--- src/sv/sdc_pkg.sv ---
`timescale 1ns / 1ps
// Package for the sliding door controller: widths, fixed-point constants,
// mode/event/action codes and the door state struct. No dependencies.
package sdc_pkg;

  localparam int FRAC_BITS = 16;
  localparam int PROG_W    = FRAC_BITS + 1;
  localparam int STEP_W    = 17;
  localparam int ACT_W     = 3;
  localparam int MODE_W    = 2;
  localparam int EV_W      = 3;
  localparam int SUM_W     = ((PROG_W > STEP_W) ? PROG_W : STEP_W) + 1;

  localparam logic [PROG_W-1:0] ONE_FP = PROG_W'(1) << FRAC_BITS;

  // configuration register indexes
  localparam int CFG_ADDR_W = 1;
  localparam int CFG_DATA_W = 1;
  localparam logic [CFG_ADDR_W-1:0] CFG_STAY_OPEN  = 1'd0;
  localparam logic [CFG_ADDR_W-1:0] CFG_SENSOR_ENA = 1'd1;

  typedef enum logic [MODE_W-1:0] {
    MODE_CLOSED  = 2'd0,
    MODE_OPENING = 2'd1,
    MODE_OPEN    = 2'd2,
    MODE_CLOSING = 2'd3
  } mode_t;

  typedef enum logic [EV_W-1:0] {
    EV_NONE    = 3'd0,
    EV_CLOSING = 3'd1,
    EV_OPENING = 3'd2,
    EV_CLOSED  = 3'd3,
    EV_OPEN    = 3'd4
  } event_t;

  typedef enum logic [ACT_W-1:0] {
    ACT_TICK   = 3'd0,
    ACT_OPEN   = 3'd1,
    ACT_CLOSE  = 3'd2,
    ACT_ARRIVE = 3'd3,
    ACT_STAY   = 3'd4,
    ACT_LEAVE  = 3'd5
  } action_t;

  typedef struct packed {
    mode_t             mode;
    logic [PROG_W-1:0] progress;
    logic              close_pending;
  } door_st_t;

endpackage

--- src/sv/sdc_if.sv ---
`timescale 1ns / 1ps
// Valid/ready channel interfaces for the door controller input and result beats.
// Depends on sdc_pkg for field widths.
interface sdc_in_if import sdc_pkg::*; ();
  logic              valid;
  logic              ready;
  logic [ACT_W-1:0]  action;
  logic [STEP_W-1:0] step;
  logic              sensor_hit;

  modport source (output valid, action, step, sensor_hit, input ready);
  modport sink   (input valid, action, step, sensor_hit, output ready);
endinterface

interface sdc_out_if import sdc_pkg::*; ();
  logic              valid;
  logic              ready;
  logic [MODE_W-1:0] door_state;
  logic [EV_W-1:0]   event_res;

  modport source (output valid, door_state, event_res, input ready);
  modport sink   (input valid, door_state, event_res, output ready);
endinterface

--- src/sv/sdc_next.sv ---
`timescale 1ns / 1ps
// Next-state logic of the door: one input beat applied to the current state.
// Depends on sdc_pkg.
module sdc_next import sdc_pkg::*; (
  input  door_st_t          cur,
  input  action_t           action,
  input  logic [STEP_W-1:0] step,
  input  logic              sensed,
  input  logic              stay_open,
  output door_st_t          nxt,
  output event_t            ev
);

  logic              full;
  logic [PROG_W-1:0] inv_prog;
  logic [PROG_W-1:0] tick_base;
  logic [SUM_W-1:0]  tick_sum;

  assign full     = (cur.progress >= ONE_FP);
  assign inv_prog = ONE_FP - cur.progress;

  always_comb begin
    nxt       = cur;
    ev        = EV_NONE;
    tick_base = cur.progress;
    tick_sum  = '0;
    case (action)
      ACT_TICK: begin
        case (cur.mode)
          MODE_OPENING: begin
            if (full) begin
              nxt.mode  = MODE_OPEN;
              tick_base = '0;
              ev        = EV_OPEN;
            end
          end
          MODE_OPEN: begin
            if (full && cur.close_pending) begin
              nxt.mode          = MODE_CLOSING;
              nxt.close_pending = 1'b0;
              tick_base         = '0;
              ev                = EV_CLOSING;
            end
          end
          MODE_CLOSING: begin
            if (full) begin
              nxt.mode          = MODE_CLOSED;
              nxt.close_pending = 1'b0;
              tick_base         = '0;
              ev                = EV_CLOSED;
            end
          end
          default: ;
        endcase
        // saturate at full travel
        tick_sum = SUM_W'(tick_base) + SUM_W'(step);
        nxt.progress = (tick_sum > SUM_W'(ONE_FP)) ? ONE_FP : tick_sum[PROG_W-1:0];
      end
      ACT_OPEN, ACT_ARRIVE: begin
        if (action == ACT_OPEN || sensed) begin
          if (action == ACT_ARRIVE) nxt.close_pending = 1'b0;
          if (cur.mode == MODE_CLOSED) begin
            nxt.mode     = MODE_OPENING;
            nxt.progress = '0;
            ev           = EV_OPENING;
          end else if (cur.mode == MODE_CLOSING) begin
            nxt.mode     = MODE_OPENING;
            nxt.progress = inv_prog;
            ev           = EV_OPENING;
          end
        end
      end
      ACT_CLOSE: begin
        if (cur.mode == MODE_OPEN) begin
          nxt.mode     = MODE_CLOSING;
          nxt.progress = '0;
          ev           = EV_CLOSING;
        end else if (cur.mode == MODE_OPENING) begin
          nxt.mode     = MODE_CLOSING;
          nxt.progress = inv_prog;
          ev           = EV_CLOSING;
        end
      end
      ACT_STAY: begin
        if (sensed && cur.mode == MODE_OPENING && full) begin
          nxt.mode     = MODE_OPEN;
          nxt.progress = '0;
          ev           = EV_OPEN;
        end
      end
      ACT_LEAVE: begin
        if (sensed) begin
          if (cur.mode == MODE_OPEN) begin
            if (!stay_open && full) begin
              nxt.mode     = MODE_CLOSING;
              nxt.progress = '0;
              ev           = EV_CLOSING;
            end else begin
              nxt.close_pending = !stay_open;
            end
          end else if (cur.mode == MODE_OPENING) begin
            nxt.close_pending = !stay_open;
          end
        end
      end
      default: ;
    endcase
  end

endmodule

--- src/sv/sliding_door_controller.sv ---
`timescale 1ns / 1ps
// Sliding door controller top level. An input beat passes the input register, then
// the state update into the result register, before its result beat is offered.
// Throughput: one beat per cycle while out_ch.ready does not hold the result stage; the state update closes the loop.
// Reset (rst_n low, synchronous): door closed, progress 0, no pending close,
// stay_open 0, sensor_enabled 1, both pipeline stages empty.
module sliding_door_controller import sdc_pkg::*; (
  input  logic                  clk,
  input  logic                  rst_n,
  sdc_in_if.sink                in_ch,
  sdc_out_if.source             out_ch,
  input  logic                  cfg_we,
  input  logic [CFG_ADDR_W-1:0] cfg_addr,
  input  logic [CFG_DATA_W-1:0] cfg_wdata
);

  logic              stay_open_r;
  logic              sensor_ena_r;

  logic              s1_vld_r;
  action_t           s1_action_r;
  logic [STEP_W-1:0] s1_step_r;
  logic              s1_hit_r;

  door_st_t          st_r;
  door_st_t          st_nxt;
  event_t            ev_nxt;

  logic              out_vld_r;
  mode_t             out_mode_r;
  event_t            out_ev_r;

  logic              adv2;
  logic              adv1;
  logic              upd;

  assign adv2 = !out_vld_r || out_ch.ready;
  assign adv1 = !s1_vld_r || adv2;
  assign upd  = s1_vld_r && adv2;

  assign in_ch.ready       = adv1;
  assign out_ch.valid      = out_vld_r;
  assign out_ch.door_state = out_mode_r;
  assign out_ch.event_res  = out_ev_r;

  always_ff @(posedge clk) begin
    if (!rst_n) begin
      stay_open_r  <= 1'b0;
      sensor_ena_r <= 1'b1;
    end else if (cfg_we) begin
      case (cfg_addr)
        CFG_STAY_OPEN:  stay_open_r  <= cfg_wdata[0];
        CFG_SENSOR_ENA: sensor_ena_r <= cfg_wdata[0];
        default: ;
      endcase
    end
  end

  // input stage
  always_ff @(posedge clk) begin
    if (!rst_n) begin
      s1_vld_r <= 1'b0;
    end else if (adv1) begin
      s1_vld_r <= in_ch.valid;
    end
  end

  always_ff @(posedge clk) begin
    if (adv1 && in_ch.valid) begin
      s1_action_r <= action_t'(in_ch.action);
      s1_step_r   <= in_ch.step;
      s1_hit_r    <= in_ch.sensor_hit;
    end
  end

  sdc_next u_next (
    .cur       (st_r),
    .action    (s1_action_r),
    .step      (s1_step_r),
    .sensed    (s1_hit_r && sensor_ena_r),
    .stay_open (stay_open_r),
    .nxt       (st_nxt),
    .ev        (ev_nxt)
  );

  always_ff @(posedge clk) begin
    if (!rst_n) begin
      st_r      <= '{mode: MODE_CLOSED, progress: '0, close_pending: 1'b0};
      out_vld_r <= 1'b0;
    end else if (adv2) begin
      out_vld_r <= s1_vld_r;
      if (s1_vld_r) st_r <= st_nxt;
    end
  end

  always_ff @(posedge clk) begin
    if (upd) begin
      out_mode_r <= st_nxt.mode;
      out_ev_r   <= ev_nxt;
    end
  end

  // progress never passes full travel
  a_prog_bound: assert property (@(posedge clk) disable iff (!rst_n)
    st_r.progress <= ONE_FP)
    else $error("door progress above full travel");

  // a mode change always reports an event
  a_change_ev: assert property (@(posedge clk) disable iff (!rst_n)
    (upd && st_nxt.mode != st_r.mode) |=> (out_ev_r != EV_NONE))
    else $error("mode change without event");

  // a fully open event leaves the door open, fully closed leaves it closed
  a_ev_mode: assert property (@(posedge clk) disable iff (!rst_n)
    (out_vld_r && out_ev_r == EV_OPEN) |-> (out_mode_r == MODE_OPEN))
    else $error("fully open event with wrong door state");

  a_ev_closed: assert property (@(posedge clk) disable iff (!rst_n)
    (out_vld_r && out_ev_r == EV_CLOSED) |-> (out_mode_r == MODE_CLOSED))
    else $error("fully closed event with wrong door state");

endmodule
--- src/flat_wrapper.sv ---
// flat-port wrapper written by rule: the top's interface ports become plain ports
module sliding_door_controller_flat import sdc_pkg::*;
  (clk, rst_n, cfg_we, cfg_addr, cfg_wdata, in_ch_valid, in_ch_action, in_ch_step, in_ch_sensor_hit, in_ch_ready, out_ch_valid, out_ch_door_state, out_ch_event_res, out_ch_ready);
  sdc_in_if in_ch_i ();
  sdc_out_if out_ch_i ();
  input  logic clk;
  input  logic rst_n;
  input  logic cfg_we;
  input  logic [CFG_ADDR_W-1:0] cfg_addr;
  input  logic [CFG_DATA_W-1:0] cfg_wdata;
  input wire logic [$bits(in_ch_i.valid)-1:0] in_ch_valid;
  input wire logic [$bits(in_ch_i.action)-1:0] in_ch_action;
  input wire logic [$bits(in_ch_i.step)-1:0] in_ch_step;
  input wire logic [$bits(in_ch_i.sensor_hit)-1:0] in_ch_sensor_hit;
  output wire logic [$bits(in_ch_i.ready)-1:0] in_ch_ready;
  output wire logic [$bits(out_ch_i.valid)-1:0] out_ch_valid;
  output wire logic [$bits(out_ch_i.door_state)-1:0] out_ch_door_state;
  output wire logic [$bits(out_ch_i.event_res)-1:0] out_ch_event_res;
  input wire logic [$bits(out_ch_i.ready)-1:0] out_ch_ready;
  assign in_ch_i.valid = in_ch_valid;
  assign in_ch_i.action = in_ch_action;
  assign in_ch_i.step = in_ch_step;
  assign in_ch_i.sensor_hit = in_ch_sensor_hit;
  assign in_ch_ready = in_ch_i.ready;
  assign out_ch_valid = out_ch_i.valid;
  assign out_ch_door_state = out_ch_i.door_state;
  assign out_ch_event_res = out_ch_i.event_res;
  assign out_ch_i.ready = out_ch_ready;
  sliding_door_controller u_core (.clk(clk), .rst_n(rst_n), .in_ch(in_ch_i), .out_ch(out_ch_i), .cfg_we(cfg_we), .cfg_addr(cfg_addr), .cfg_wdata(cfg_wdata));
endmodule
--- config.mk ---
export PLATFORM = sky130hd
export DESIGN_NAME = sliding_door_controller_flat
export DESIGN_NICKNAME = d
export VERILOG_FILES = /design/src/sv/sdc_pkg.sv /design/src/sv/sdc_if.sv /design/src/sv/sdc_next.sv /design/src/sv/sliding_door_controller.sv /design/src/flat_wrapper.sv
export SDC_FILE = /design/constraint.sdc
export NUM_CORES = 1
export LEC_CHECK = 0
export BUFFER_PORTS_ARGS = -buffer_cell sky130_fd_sc_hd__buf_2
export CAP_MARGIN = 20
export CORE_ASPECT_RATIO = 0.9
export CORE_MARGIN = 2
export CORE_UTILIZATION = 60
export CTS_CLUSTER_DIAMETER = 200
export DETAILED_ROUTE_END_ITERATION = 16
export GPL_TIMING_DRIVEN = 1
export PLACE_DENSITY_LB_ADDON = 0.1
export SLEW_MARGIN = 20
export SYNTH_ARGS = -nofsm -noshare
export SYNTH_HDL_FRONTEND = slang
export SYNTH_SLANG_ARGS = --single-unit
--- constraint.sdc ---
create_clock -name clk -period 6.3 [get_ports clk]
set_input_delay 0.63 -clock clk [delete_from_list [all_inputs] [get_ports clk]]
set_output_delay 0.63 -clock clk [all_outputs]
set_load 0.005 [all_outputs]
Yosys cells after proc, flatten, opt, wreduce, memory -nomap -nowiden
Index checks and enable logic that the tools add are counted.

Register bits after elaboration: 50. Logic and storage cells: 103. Output and inout port bits: 7.

Magnitude comparators: 2. Bitwise gates (word level): 1. Add/sub/neg operators: 2. Equal/unequal tests: 21. Muxes and demuxes: 41. Reduce and logical (&&, ||, !) cells: 24.

Operator list (number): two-way mux 19 bit (7); one-hot mux 19 bit (5 select lines) (1); two-way mux 17 bit (4); two-way mux 20 bit (2); one-hot mux 17 bit (2 select lines) (1); != test 3 bit, second input constant (7); adder 17 x 17 -> 18 bit (1); greater-than comparator 18 x 17 -> 1 bit, second input constant (1); greater-or-equal comparator 17 bit, second input constant (1); subtractor 17 bit, first input constant (1); one-hot mux 3 bit (5 select lines) (1); two-way mux 2 bit (7); != test 2 bit, second input constant (6); two-way mux 1 bit (11); AND reduction 11 bit (1); AND reduction 10 bit (1); two-way mux 3 bit (3); one-hot mux 3 bit (3 select lines) (1); logical AND 1 bit (7); == test 3 x 2 -> 1 bit, second input constant (2); == test 3 bit, second input constant (2); one-hot mux 2 bit (3 select lines) (1); AND reduction 2 bit (3); nonzero test 5 bit (1); other kinds (12) (18).

Logic depth before layout (Yosys ltp)
Depth in word-level cells: 9. Depth in mapped cells: 26. Depth with buffers taken out: 24.

Hierarchy
Synthesis repeated with hierarchy kept, for this count alone.

Cells, all modules: 548. Area, all modules: 4475.5 µm².

Modules (own cells, without submodules): sdc_next (instances 1, area an instance 2692.6 µm², cells each 415); sliding_door_controller (instances 1, area an instance 1783.0 µm², cells each 133).

Least setup slack after synthesis
OpenSTA, ideal clock, no wires.

Path kind: register -> register. From: register u_core.st_r[1] in the netlist's numbering. To: register u_core.st_r[11] in the netlist's numbering. Arrival time: 5.267 ns. Cell stages (with the launch flop): 27. Path slack: 0.959 ns. Buffers on the path: 2. Library setup time: 0.074 ns. Path through: dfxtp_1 > inv_1 > ha_1 > or3b_2 > nor3_1 > nand2_1 > nor2_1 > nand2_1 > nor3_1 > ha_1 > inv_1 > nand2_1 > o21ai_0 > a21oi_1 > clkbuf_1 > nor2_1 > ha_1 > fa_1 > a211oi_1 > o21ai_2 > a2111oi_2 > nor4b_1 > a311oi_2 > and2_1 > buf_4 > nand3_1 > a31oi_1.

Longest elaborated chain between the ends: 9. Elaborated cells on any way between the ends: 21.

Ends and longest elaborated chain: start, declared (line sliding_door_controller.sv:25) `door_st_t st_r;`; start signal, assigned (line sliding_door_controller.sv:88) `st_r <= '{mode: MODE_CLOSED, progress: '0, close_pending: 1'b0};`; start signal, assigned (line sliding_door_controller.sv:92) `if (s1_vld_r) st_r <= st_nxt;`; greater-or-equal comparator 17 bit (line sdc_next.sv:19) `assign full = (cur.progress >= ONE_FP);`; logical AND 1 bit (line sdc_next.sv:38) `if (full && cur.close_pending) begin`; two-way mux 17 bit (line sdc_next.sv:38); one-hot mux 17 bit (2 select lines) (line sdc_next.sv:29) `case (cur.mode)`; two-way mux 17 bit (line sdc_next.sv:27) `case (action)`; adder 17 x 17 -> 18 bit (line sdc_next.sv:56) `tick_sum = SUM_W'(tick_base) + SUM_W'(step);`; greater-than comparator 18 x 17 -> 1 bit (line sdc_next.sv:57) `nxt.progress = (tick_sum > SUM_W'(ONE_FP)) ? ONE_FP : tick_sum[PROG_W-1:0];`; two-way mux 17 bit (line sdc_next.sv:57); one-hot mux 19 bit (5 select lines) (line sdc_next.sv:27).

Parallel ways exist; a longest one is shown, timed or not. The select of a mux whose other input is x is not followed. A chain may end at the register's enable or synchronous reset.

Worst setup path after layout
From: register u_core.st_r[1] in the netlist's numbering. To: register u_core.st_r[1] in the netlist's numbering.

Same word-level chain as after synthesis.

==> metrics.yaml <==
status: "complete, no violations"
timing.fmax_ghz: 0.171
ant_nets: 0
slew_violations: 0
htreeDepth: 2
skew_ps: 14.6
fp.dieH_um: 79.0
clkLatencyLatePin_ps: 320
gpl.final_weighted_congestion: 0.948
end_kind: "flop"
hold_path_depth: 1
drc: 0
clockBufferDepth: 2
max_cap_violations: 0
cts_sinks: 50
tritoncts: "built"
grt_pass1_vias: 3272
async_reset_ff_share_pct: 0
syn_inst: 446
cts-root-buf: "clkbuf_8"
ys_seq_area_share_pct: 33.6
grt_max_degree: 32
avgSynthCellArea_um2: 8.40
cts_buffers: 5
r2r-start: "u_core.st_r[1]$_SDFFE_PN0P_"
num_vias: 3570
antenna_found_initial: 0
drive_above_1_share_pct: 14.5
reg2reg_depth: 24
synth.distinct_cells: 65
leakagePower_nw: 1.61
dp.cells: 538
vias_per_cell: 6.51
antenna_cells: 0
peakVddDrop_uv: 156
power_switching_mw: 0.203
area.growth.synth_to_final_pct: 8.88
r2r-end: "u_core.st_r[1]$_SDFFE_PN0P_"
ys_warn_count: 0
r2r_slack_ps: 450
setup_violations: 0
grt_pass1_wl_um: 16000
finalCritPeriodShare_pct: 92.9
final_cells: 548
swShare_pct: 29.1
dp_hpwl_um: 7320
grt_overflow: 0
hold_viol_final: 0
worstPathRequired_ps: 6540
p_int_mw: 0.495
nets: 528
worst_pin_slew_ps: 976
pwr-share-clk_pct: 28.4
routed_wl_um: 9870
pwr-share-seq_pct: 52.9
period_needed_ps: 5850
dr.pass1.iters: 5
holdCritPathClass: "primary input to flop"
cp_max_fo: 10
io_buffers: 34
die_w_um: 87.3
hold_path.startpoint: "in_ch_step[3]"
syn_area_mm2: 0.00375
synth_seq_cells: 50
wire_per_inst_um: 18.0
start_kind: "flop"
pre_cts_slack_ps: 458
maxSlewHeadroom_pct: 34.9
die_area_mm2: 0.00690
clkTransAtPathRegs_ps: 100
synth-main-ff-cell: "edfxtp_1"
synth-edff-count: 26
hold_end: "u_core.s1_step_r[3]$_DFFE_PP_"
grt_usage_pct: 29.6
design_power_total_mw: 0.698
syn-num-nets: 499
p_comb_share_pct: 18.7
num_rows: 27
setup_slack_ps: 448
core-area_mm2: 0.00608
arrival_ps: 6090
holdWs_ps: 479
fin_tns_setup_ps: 0
start_util_pct: 61.6
power.density_mw_per_mm2: 171
drt_iter0_drc: 258
ioPinCount: 35
crit_type: "flop to flop"
==> cell usage after synthesis, drive strengths merged, types with 2 or more instances <==
master	count	area share (%)
a2111o	2	0.60
a2111oi	5	1.7
a211oi	5	1.0
a21bo	2	0.53
a21boi	2	0.40
a21o	8	1.6
a21oi	29	4.2
a221oi	2	0.47
a22oi	7	1.4
a311oi	2	0.63
a31oi	12	2.2
a32oi	2	0.47
and2	5	0.83
and3	6	1.0
buf	3	0.47
clkbuf	14	1.4
dfxtp	24	13
edfxtp	26	21
ha	24	8.0
inv	18	1.8
nand2	38	3.8
nand2b	6	1.0
nand3	18	2.4
nand4	3	0.50
nand4b	4	0.93
nor2	43	4.3
nor2b	20	3.3
nor3	18	2.4
nor3b	3	0.60
nor4	5	1.2
o211ai	6	1.2
o21a	3	0.60
o21ai	39	5.3
o21bai	2	0.40
o221ai	2	0.47
o22ai	2	0.50
o2bb2ai	2	0.47
o311ai	2	0.47
o31ai	3	0.73
o41ai	2	0.47
or2	2	0.33
or3	2	0.33
xnor2	4	0.93
xor2	8	1.9
==> placed cells by master (no fill, tap or decap), drive strengths merged, types with 7 or more instances in the layout <==
cell type	synthesis	final
nor2	43	43
buf	3	39
o21ai	39	39
nand2	38	38
a21oi	29	29
edfxtp	26	26
ha	24	24
dfxtp	24	24
nor2b	20	20
inv	18	19
nor3	18	18
nand3	18	18
a31oi	12	12
a21o	8	8
xor2	8	8
a22oi	7	7
==> area by class of cell <==
class	instances	area (µm²)
Clock inverter	2	11.3
Clock buffer	6	82.6
Inverter	18	67.6
Fill cell	532	2000
Timing Repair Buffer	39	208
Multi-Input combinational cell	361	2360
Sequential cell	50	1260
Tap cell	72	90.1
==> repair_timing <==
action                                  in CTS  in global routing
endpoints found under the setup margin       0                 14
hold buffers                                 0                  0
setup buffers                                0                  2
resized for setup                            0                  2
==> per-stage QoR <==
stage	util (%)	instance area, µm²
after global placement	65.2	3970
after floorplan	-	3750
after detailed placement	65.2	3970
final	67.1	4080
after global routing	67.1	4080
after CTS	66.8	4060
==> cell families (layout without fill, tap and decap cells) <==
group,count (synthesis),in the layout,synth area share [%]
XOR/XNOR,12,12,2.80
multiplexers,1,1,0.267
flip-flops,50,50,33.6
buffers and inverters,35,65,3.67
adder cells (fa/ha/maj),25,25,8.54
AO/OA/AOI/OAI,145,145,26.8
AND/OR/NAND/NOR,178,178,24.3
==> sequential cells by signal, summed over array words and instances, names as in the netlist <==
name	count
u_core.out_ch.event_res	3
u_core.s1_step_r	17
u_core.s1_vld_r	1
u_core.out_ch.valid	1
u_core.st_r	20
u_core.sensor_ena_r	1
u_core.stay_open_r	1
u_core.s1_action_r	3
u_core.out_ch.door_state	2
u_core.s1_hit_r	1
==> power groups by stage <==
| stage | combinational [mW] | sequential (mW) | clock (mW) |
|---|---|---|---|
| 2_1_floorplan | 0.0909 | 0.371 | 0 |
| 3_3_place_gp | 0.123 | 0.376 | 0 |
| 3_5_place_dp | 0.126 | 0.377 | 0 |
| 4_1_cts | 0.127 | 0.369 | 0.201 |
| 5_1_grt | 0.144 | 0.371 | 0.211 |
| 6_report | 0.130 | 0.369 | 0.198 |
==> worst max path at each step <==
stage / start / end / slack [ps]
detailed placement: u_core.st_r[1]$_SDFFE_PN0P_ / u_core.st_r[9]$_SDFFE_PN0P_ / 460
finish: u_core.st_r[1]$_SDFFE_PN0P_ / u_core.st_r[1]$_SDFFE_PN0P_ / 450
global route: u_core.st_r[1]$_SDFFE_PN0P_ / u_core.st_r[1]$_SDFFE_PN0P_ / -9
floorplan: u_core.st_r[1]$_SDFFE_PN0P_ / u_core.st_r[11]$_SDFFE_PN0P_ / 960
global placement: u_core.st_r[1]$_SDFFE_PN0P_ / u_core.st_r[7]$_SDFFE_PN0P_ / 690
CTS: u_core.st_r[1]$_SDFFE_PN0P_ / u_core.st_r[9]$_SDFFE_PN0P_ / 360
==> critical path: stages (launching register included) <==
cell       delay [ps]
dfxtp_1           340
inv_1              80
ha_1              190
or3b_2            480
nor3_1            260
nand2_1           200
nor2_1            150
nand2_1           100
nor3_1            180
ha_1              180
inv_1              80
nand2_1           210
o21ai_0           170
a21oi_2           270
nor2_1             90
ha_1              220
fa_1              400
a211oi_1          430
o21ai_2           200
a2111oi_2         350
nor4b_1           120
a311oi_2          400
and2_2            360
a31oi_1           110
o21ai_1           200
==> per-layer routing <==
layer  global-route usage (%)  vias up  share of wire, %
li1                         -     1731                 -
met1                     45.1     1682                50
met2                     42.7      136                43
met3                     4.37       21               5.0
met4                     9.54        0               2.0
met5                        0        -                 0
Power figures use the tool's default switching activity.
